<file path="src/design/mpbf_pkg.sv">
// Shared command codes, status codes, field widths and request types for the pipe pool.
`timescale 1ns / 1ps
`default_nettype none

package mpbf_pkg;

    localparam int CMD_W  = 3;
    localparam int ID_W   = 2;
    localparam int BYTE_W = 8;
    localparam int STAT_W = 3;
    localparam int FILL_W = 9;

    localparam logic [CMD_W-1:0] CMD_ALLOC   = 3'd0;
    localparam logic [CMD_W-1:0] CMD_WRITE   = 3'd1;
    localparam logic [CMD_W-1:0] CMD_READ    = 3'd2;
    localparam logic [CMD_W-1:0] CMD_CLOSE_R = 3'd3;
    localparam logic [CMD_W-1:0] CMD_CLOSE_W = 3'd4;

    localparam logic [STAT_W-1:0] ST_OK       = 3'd0;
    localparam logic [STAT_W-1:0] ST_EOF      = 3'd1;
    localparam logic [STAT_W-1:0] ST_WBLOCK   = 3'd2;
    localparam logic [STAT_W-1:0] ST_BROKEN   = 3'd3;
    localparam logic [STAT_W-1:0] ST_NOFREE   = 3'd4;
    localparam logic [STAT_W-1:0] ST_NOTOPEN  = 3'd5;

    typedef struct packed {
        logic wr_en;
        logic rd_en;
    } mpbf_mem_req_t;

endpackage

`default_nettype wire

</file>
<file path="src/design/mpbf_ctrl.sv">
// Per-pipe pointers and open flags, command decode and the result register.
`timescale 1ns / 1ps
`default_nettype none

module mpbf_ctrl
    import mpbf_pkg::*;
#(
    parameter int PIPE_COUNT = 4,
    parameter int IDX_W      = 2,
    parameter int PTR_W      = 9,
    parameter int ADDR_W     = 11
) (
    input  wire logic                aclk,
    input  wire logic                aresetn,
    input  wire logic                accept,
    input  wire logic [CMD_W-1:0]    command,
    input  wire logic [ID_W-1:0]     pipe_id,
    output mpbf_mem_req_t            mem_req,
    output logic      [ADDR_W-1:0]   mem_addr,
    output logic      [STAT_W-1:0]   status,
    output logic      [ID_W-1:0]     pipe_id_out,
    output logic      [FILL_W-1:0]   fill_level,
    output logic                     rd_hit
);

    logic [PTR_W-1:0] wp_reg [PIPE_COUNT];
    logic [PTR_W-1:0] rp_reg [PIPE_COUNT];
    logic             ro_reg [PIPE_COUNT];
    logic             wo_reg [PIPE_COUNT];
    logic             alloc_reg [PIPE_COUNT];

    logic [STAT_W-1:0] status_reg, status_next;
    logic [ID_W-1:0]   id_out_reg, id_out_next;
    logic [FILL_W-1:0] fill_reg, fill_next;
    logic              rd_hit_reg;

    logic [IDX_W-1:0]  sel;
    logic [IDX_W-1:0]  grant;
    logic              found;
    logic              id_ok;
    logic              is_open;
    logic [PTR_W-1:0]  fill;
    logic              full;
    logic              do_alloc, do_wr, do_rd, do_clr_r, do_clr_w, do_free;

    assign sel     = IDX_W'(pipe_id);
    assign id_ok   = int'(pipe_id) < PIPE_COUNT;
    assign is_open = id_ok && alloc_reg[sel];
    assign fill    = wp_reg[sel] - rp_reg[sel];
    assign full    = &fill;

    // Lowest-numbered free pipe wins an allocation.
    always_comb begin
        found = 1'b0;
        grant = '0;
        for (int k = 0; k < PIPE_COUNT; k++) begin
            if (!found && !alloc_reg[k]) begin
                found = 1'b1;
                grant = IDX_W'(k);
            end
        end
    end

    always_comb begin
        do_alloc    = 1'b0;
        do_wr       = 1'b0;
        do_rd       = 1'b0;
        do_clr_r    = 1'b0;
        do_clr_w    = 1'b0;
        do_free     = 1'b0;
        status_next = ST_NOTOPEN;
        id_out_next = pipe_id;
        fill_next   = '0;
        if (command == CMD_ALLOC) begin
            if (found) begin
                do_alloc    = 1'b1;
                status_next = ST_OK;
                id_out_next = ID_W'(grant);
            end else begin
                status_next = ST_NOFREE;
                id_out_next = '0;
            end
        end else if (is_open) begin
            case (command)
                CMD_WRITE: begin
                    fill_next = FILL_W'(fill);
                    if (!ro_reg[sel]) begin
                        status_next = ST_BROKEN;
                    end else if (full) begin
                        status_next = ST_WBLOCK;
                    end else begin
                        do_wr       = 1'b1;
                        status_next = ST_OK;
                        fill_next   = FILL_W'(fill + PTR_W'(1));
                    end
                end
                CMD_READ: begin
                    if (fill == '0) begin
                        status_next = wo_reg[sel] ? ST_WBLOCK : ST_EOF;
                    end else begin
                        do_rd       = 1'b1;
                        status_next = ST_OK;
                        fill_next   = FILL_W'(fill - PTR_W'(1));
                    end
                end
                CMD_CLOSE_R: begin
                    do_clr_r    = 1'b1;
                    do_free     = !wo_reg[sel];
                    status_next = ST_OK;
                    fill_next   = FILL_W'(fill);
                end
                CMD_CLOSE_W: begin
                    do_clr_w    = 1'b1;
                    do_free     = !ro_reg[sel];
                    status_next = ST_OK;
                    fill_next   = FILL_W'(fill);
                end
                default: begin
                    status_next = ST_NOTOPEN;
                end
            endcase
        end
    end

    always_ff @(posedge aclk) begin
        if (!aresetn) begin
            for (int k = 0; k < PIPE_COUNT; k++) begin
                wp_reg[k]    <= '0;
                rp_reg[k]    <= '0;
                ro_reg[k]    <= 1'b0;
                wo_reg[k]    <= 1'b0;
                alloc_reg[k] <= 1'b0;
            end
        end else if (accept) begin
            if (do_alloc) begin
                wp_reg[grant]    <= '0;
                rp_reg[grant]    <= '0;
                ro_reg[grant]    <= 1'b1;
                wo_reg[grant]    <= 1'b1;
                alloc_reg[grant] <= 1'b1;
            end
            if (do_wr) begin
                wp_reg[sel] <= wp_reg[sel] + PTR_W'(1);
            end
            if (do_rd) begin
                rp_reg[sel] <= rp_reg[sel] + PTR_W'(1);
            end
            if (do_clr_r) begin
                ro_reg[sel] <= 1'b0;
            end
            if (do_clr_w) begin
                wo_reg[sel] <= 1'b0;
            end
            if (do_free) begin
                alloc_reg[sel] <= 1'b0;
            end
        end
    end

    always_ff @(posedge aclk) begin
        if (accept) begin
            status_reg <= status_next;
            id_out_reg <= id_out_next;
            fill_reg   <= fill_next;
            rd_hit_reg <= do_rd;
        end
    end

    assign mem_req.wr_en = accept && do_wr;
    assign mem_req.rd_en = accept && do_rd;
    assign mem_addr      = ADDR_W'({sel, do_wr ? wp_reg[sel] : rp_reg[sel]});

    assign status      = status_reg;
    assign pipe_id_out = id_out_reg;
    assign fill_level  = fill_reg;
    assign rd_hit      = rd_hit_reg;

endmodule

`default_nettype wire

</file>
<file path="config.mk">
export PLATFORM = sky130hd
export DESIGN_NAME = mpbf_ctrl
export DESIGN_NICKNAME = d
export VERILOG_FILES = /design/src/design/mpbf_pkg.sv /design/src/design/mpbf_ctrl.sv
export SDC_FILE = /design/constraint.sdc
export NUM_CORES = 1
export LEC_CHECK = 0
export ABC_AREA = 1
export BUFFER_PORTS_ARGS = -buffer_cell sky130_fd_sc_hd__buf_2
export CAP_MARGIN = 20
export CELL_PAD_IN_SITES_DETAIL_PLACEMENT = 1
export CELL_PAD_IN_SITES_GLOBAL_PLACEMENT = 2
export CORE_AREA = 2 2 130 157
export DETAILED_ROUTE_END_ITERATION = 16
export DIE_AREA = 0 0 132 159
export PLACE_DENSITY = 0.78
export SLEW_MARGIN = 5
export SYNTH_ARGS = -nofsm -noshare
export SYNTH_HDL_FRONTEND = slang
export SYNTH_SLANG_ARGS = --single-unit
</file>
<file path="constraint.sdc">
create_clock -name aclk -period 5.8 [get_ports aclk]
set_input_delay 1.45 -clock aclk [delete_from_list [all_inputs] [get_ports aclk]]
set_output_delay 1.45 -clock aclk [all_outputs]
set_load 0.02 [all_outputs]
</file>
==> results of run 1 <==
## layout make-up
type | count | area [sq um] | share of cell area, %
timing repair buffer | 105 | 796 | 10.3
clock inverter | 7 | 90.1 | 1.17
multi-input combinational | 570 | 2960 | 38.5
inverter | 105 | 404 | 5.25
tap | 261 | 327 | 4.24
clock buffer | 9 | 225 | 2.93
sequential | 99 | 2880 | 37.5
timing repair inverter | 1 | 6.26 | 0.0813
## worst min-delay path: stages (launching register included)
cell     delay (ns)
dfxtp_1        0.32
nand3_1        0.07
nand2_1        0.04
## worst min path at each step
stage	startpoint	to	slack (ns)	depth (start not counted)
floorplan	ro_reg[0]$_DFF_P_	ro_reg[0]$_DFF_P_	0.44	2
CTS	ro_reg[0]$_DFF_P_	ro_reg[0]$_DFF_P_	0.47	2
detailed placement	ro_reg[0]$_DFF_P_	ro_reg[0]$_DFF_P_	0.46	2
global placement	ro_reg[0]$_DFF_P_	ro_reg[0]$_DFF_P_	0.45	2
finish	ro_reg[0]$_DFF_P_	ro_reg[0]$_DFF_P_	0.47	2
global route	ro_reg[0]$_DFF_P_	ro_reg[0]$_DFF_P_	0.50	2
## synthesized netlist by cell type (2+ instances only)
cell and instances:
a21oi_1 30, edfxtp_1 90, nor2_1 103, clkbuf_1 2
inv_1 97, o21ai_4 2, or2_2 3, a32oi_2 3
inv_4 2, nor3_1 4, xor2_1 8, nand3_2 2
o21ai_1 7, o21ai_0 29, nand2_1 220, a32oi_1 6
buf_4 13, dfxtp_1 9, buf_6 3, nand4_1 14
nand3_1 78, inv_2 6, ha_1 13, buf_2 4
nand2_2 14, a211oi_1 3, o21ai_2 4, nor2_4 2
nand2_4 4, nor2_2 8, nand3_4 3
## layer usage
layer | vias up | track usage (%) | routed length [um]
met5 | - | 0 | 0
met4 | 0 | 5.48 | 335
met3 | 18 | 1.88 | 414
met2 | 73 | 33.3 | 9770
met1 | 2737 | 23.0 | 8660
li1 | 2811 | - | -
## power by group through the flow
stage,Sequential [uW],Combinational (uW),Clock [uW]
CTS,813,536,643
global route,816,611,668
global placement,828,526,0
detailed placement,829,534,0
finish,813,547,629
floorplan,835,317,0
## metrics by stage
stage / hold slack (ns) / cells / setup WS, ns / setup TNS [ns] / cell area, sq um
2_1_floorplan: 0.443 / 798 / 0.0217 / 0 / 6370
3_3_place_gp: 0.454 / 1136 / 0.108 / 0 / 7240
3_5_place_dp: 0.463 / 1136 / -0.0141 / -0.0236 / 7240
4_1_cts: 0.474 / 1152 / 0.00472 / 0 / 7560
5_1_grt: 0.502 / 1157 / -0.00221 / -0.00621 / 7690
6_report: 0.466 / 1157 / 0.211 / 0 / 7690
## cell usage in the layout (no fill, tap or decap), drive strengths merged, types with 2 or more instances in the layout
cell    count
buf       103
nand2     238
a32oi       9
nor3        5
or2         4
inv       108
edfxtp     90
o21ai      42
nand3      83
ha         13
nand4      15
clkbuf     11
clkinv      4
a211oi      3
dfxtp       9
xor2        8
nor2      113
o22ai       2
a21oi      30
## cells by family (layout without fill, tap and decap cells)
| logic type | count (synthesis) | count (layout) |
|---|---|---|
| AND/OR/NAND/NOR | 459 | 459 |
| flip-flops | 99 | 99 |
| adder cells (fa/ha/maj) | 14 | 14 |
| buffers and inverters | 129 | 227 |
| AO/OA/AOI/OAI | 88 | 88 |
| XOR/XNOR | 9 | 9 |
## timing repair
item	in CTS	in global routing
setup endpoints to repair	9	10
gates resized for setup	1	23
setup buffers	0	3
pin swaps	0	2
cloned	0	2
==> flow_summary.ini, run 1 <==
[setup_path]
r2r_end = rp_reg[0][0]$_SDFFCE_PN0P_
crit_cells = 19
cp_cell_sequence = clkbuf_4, inv_8, nand2_1, a32oi_2, inv_1, ha_1, fa_1, inv_1, ha_1, inv_1, nor2_2, nand3_2, nor2_4, nand3_4, nand3_4, buf_12, nand2_1, o21ai_2, buf_2
rrSetupSlack_ns = 2.07
cp_max_fo = 9
cp-end-kind = primary output
rr_worst_depth = 17
critPathMostFrequentCell = inv_1
cp_slowest_cell = fa_1
crit_start = pipe_id[0]
cp-endpoint = mem_addr[2]
arrival_ns = 4.14
critPathTopFamily = buffers and inverters
timing.rr.start = wp_reg[1][0]$_SDFFCE_PN0P_
worst-path-buf-inv = 7
max_stage_delay_ns = 0.45
cp-start-kind = input port
required_ns = 4.35
worstSetupPathType = in -> out

[timing]
finalCriticalPeriod_ns = 5.59
tightest_slew_ns = 0.554
setup_viol = 0
max_freq_mhz = 179
slew_headroom_pct = 63.0
min_period_over_period_pct = 96.4
skew_ns = 0.0113
hold_viol = 0
maxSlewViolCount = 0

[route]
drc = 0
wl_per_cell_um = 16.6
via_count = 5639
firstDrtPassIters = 4
wl_um = 19200
drt-initial-drc-count = 239
avgViaCountPerCell = 4.87
antenna_left = 0

[layout]
fin_util_pct = 39.6
fin_nets = 913
final_layout_size_suffix_gt1_share_pct = 22.1
fillers = 2399
diodes = 0
area_growth_pct = 21.8

[place]
port_buffers = 35
gp_congestion = 0.813
dp_hpwl_um = 14700

[clocking]
clk_latency_ns = 0.36
cts_hold_buf = 0
cts_tree = yes
clk_pin_slew_ns = 0.08
cts_max_path_buffers = 2
numCtsBuffers = 9
cts_num_sinks = 99
htreeDepth = 3
cts_root_buf = clkbuf_16

[yosys]
muxShareOfSynthArea_pct = 0
ys_types = 43
yosys.area.top_type_share_pct = 42.8
synthSimpleGateAreaFrac_pct = 32.5
synth_nets = 820
netlist_instances = 798
synth_xor_area_share_pct = 1.25
synth_area_sq_mm = 0.00632
ys_seq_elements = 99
synth_edf_count = 90
synth_top_family_by_area = simple AND/OR/NAND/NOR gates
yosysWarnings = 0
synth-compound-area-share_pct = 8.79
syn_avg_cell_area_sq_um = 7.92
synthAdderAreaFrac_pct = 2.89
seq_area_frac_synth_pct = 45.6
synth_flop_cell = edfxtp_1
synthTopCellsByArea = edfxtp_1 43%, nand2_1 13%, nand3_1 6.2%, nor2_1 6.1%, inv_1 5.8%
ys_async_sr_fraction_pct = 0
synth_area_leader_cell = edfxtp_1

[global_routing]
grt_usage_pct = 18.4
antenna_found_initial = 0
grt_max_degree = 22
grt_overflow = 0
grt_pass1_vias = 5706
grt_pass1_wl_um = 30500

[die]
core_sq_mm = 0.0194
start_util_pct = 32.6
row_count = 56
dieHeight_um = 159
fp.dieW_um = 132
die_area_sq_mm = 0.0210
io_pins = 36

[status]
outcome = completed

[power_and_ir_drop]
p_leak_uw = 0.00342
cellPowerDensity_mw_per_mm2 = 258
combPwrFrac_pct = 27.5
finalPower_uw = 1990
swShare_pct = 33.6
clock_power_share_pct = 31.6
power.internal_uw = 1320
vdd_drop_max_uv = 143
p_sw_uw = 668
p_seq_share_pct = 40.9

[job]
cap_violations = 0

[min_path]
hold_path_class = reg -> reg
No activity file was read; power rests on OpenSTA's default activity.
==> run 2: changes to the inputs <==
--- a/config.mk
+++ b/config.mk
@@ -6,14 +6,15 @@
 export NUM_CORES = 1
 export LEC_CHECK = 0
 export ABC_AREA = 1
-export BUFFER_PORTS_ARGS = -buffer_cell sky130_fd_sc_hd__buf_2
 export CAP_MARGIN = 20
 export CELL_PAD_IN_SITES_DETAIL_PLACEMENT = 1
 export CELL_PAD_IN_SITES_GLOBAL_PLACEMENT = 2
-export CORE_AREA = 2 2 130 157
+export CORE_AREA = 2 2 126 153
+export CTS_CLUSTER_SIZE = 24
 export DETAILED_ROUTE_END_ITERATION = 16
-export DIE_AREA = 0 0 132 159
-export PLACE_DENSITY = 0.78
+export DIE_AREA = 0 0 128 155
+export DONT_BUFFER_PORTS = 1
+export PLACE_DENSITY = 0.79
 export SLEW_MARGIN = 5
 export SYNTH_ARGS = -nofsm -noshare
 export SYNTH_HDL_FRONTEND = slang
==> flow_summary.ini, run 2 (synthesis gave the netlist of run 1 again) <==
[job]
cap_violations = 0

[place]
dp.cells = 1041
post_dp_cell_area_sq_mm = 0.00679
dp_hpwl_um = 14300
gp_congestion = 0.885
dp_slack_ns = -0.0503
port_buffers = 0

[setup_path]
cp_slowest_cell = ha_1
rrSetupSlack_ns = 1.97
worstSetupPathType = in -> out
arrival_ns = 4.16
cp-end-kind = primary output
max_stage_delay_ns = 0.41
critPathTopFamily = simple AND/OR/NAND/NOR gates
cp-start-kind = input port
worst-path-buf-inv = 6
cp_cell_sequence = inv_6, buf_4, nand2_1, a32oi_2, inv_1, ha_1, nand2_2, inv_1, nand2_1, nand3_1, nand2_1, nand2_2, nor2_2, nand3_4, nand3_4, buf_12, nand2_1, o21ai_2, buf_4
required_ns = 4.35
critPathMostFrequentCell = nand2_1
cp_max_fo = 56

[clocking]
cts_tree = yes
clk_pin_slew_ns = 0.08
numCtsBuffers = 9
htreeDepth = 3
cts_max_path_buffers = 2
clk_latency_ns = 0.36
cts_root_buf = clkbuf_16
cts_num_sinks = 99

[global_routing]
grt_pass1_wl_um = 30000
antenna_found_initial = 0
grt_pass1_vias = 5629
grt_overflow = 0
grt_max_degree = 57
grt_usage_pct = 19.5

[timing]
hold_ws_ns = 0.479
max_freq_mhz = 178
fin_ws_ns = 0.192
setup_viol = 0
hold_viol = 0
min_period_over_period_pct = 96.7
slew_headroom_pct = 63.1
rsz0062_at_grt = no
tightest_slew_ns = 0.552
finalCriticalPeriod_ns = 5.61
maxSlewViolCount = 0
skew_ns = 0.0143

[route]
drt-initial-drc-count = 303
top_layer = met4
wl_um = 18700
firstDrtPassIters = 5
wl_met2_um = 9380
via_count = 5489
antenna_left = 0
wl_per_cell_um = 17.6
wirelength_met1_um = 8170
avgViaCountPerCell = 5.17
drc = 0
dr_wl_met3_um = 633

[die]
die_area_sq_mm = 0.0198
dieHeight_um = 155
core_sq_mm = 0.0184
io_pins = 36
row_count = 55
start_util_pct = 34.3
fp.dieW_um = 128

[power_and_ir_drop]
clock_power_share_pct = 32.0
p_leak_uw = 0.00311
swShare_pct = 33.0
power.internal_uw = 1260
vdd_drop_max_uv = 152
p_seq_share_pct = 43.7
cellPowerDensity_mw_per_mm2 = 263
combPwrFrac_pct = 24.2
p_sw_uw = 621

[layout]
diodes = 0
final_cell_area_sq_mm = 0.00716
instances_no_fill = 1061
fin_nets = 850
final_cell_mix = 220 x nand2_1, 101 x nor2_1, 96 x inv_1
final_layout_size_suffix_gt1_share_pct = 15.5
layout_commonest_cell = nand2_1
area_growth_pct = 13.2

[status]
outcome = completed

[min_path]
hold_path_class = reg -> reg
-- run 2: timing repair --
item	in CTS	in global routing
setup endpoints to repair	4	11
buffers inserted	2	2
gates resized for setup	2	5
gates cloned	0	0
hold buffers	0	0
-- run 2: final cells by class --
| type | instances | area [sq um] |
|---|---|---|
| Clock buffer | 9 | 225 |
| Inverter | 105 | 405 |
| Timing Repair Buffer | 43 | 352 |
| Fill cell | 2262 | 11300 |
| Multi-Input combinational cell | 570 | 2940 |
| Tap cell | 228 | 285 |
| Sequential cell | 99 | 2880 |
| Clock inverter | 7 | 70.1 |
-- run 2: layer usage --
metal  up-vias  track usage [%]
met2       104             34.2
met5         -                0
li1       2688                -
met1      2663             24.4
met3        34             2.41
met4         0             7.54
-- run 2: power by group through the flow --
stage	logic, uW	registers [uW]	clock network [uW]
after floorplan	317	835	0
after global placement	440	839	0
after detailed placement	450	840	0
after CTS	454	823	615
after global routing	508	826	636
final	456	823	603
-- run 2: final timing paths --
| path | startpoint | end | cells past startpoint |
|---|---|---|---|
| max reg2reg | rp_reg[2][0]$_SDFFCE_PN0P_ | rp_reg[1][8]$_SDFFCE_PN0P_ | 18 |
| min reg2reg | ro_reg[0]$_DFF_P_ | ro_reg[0]$_DFF_P_ | 2 |
| max | pipe_id[0] | mem_addr[0] | 19 |
| min | ro_reg[0]$_DFF_P_ | ro_reg[0]$_DFF_P_ | 2 |
-- run 2: worst min-delay path, cell delays in order (launching register included) --
cell and delay (ns):
dfxtp_1 0.32, nand3_1 0.08, nand2_1 0.04
-- run 2: per-stage QoR --
step | power, uW | setup TNS, ns | util (%)
floorplan | 1150 | 0 | -
global placement | 1280 | 0 | 36.8
detailed placement | 1290 | -0.0976 | 36.8
CTS | 1890 | 0 | 38.6
global route | 1970 | 0 | 38.8
finish | 1880 | 0 | 38.8
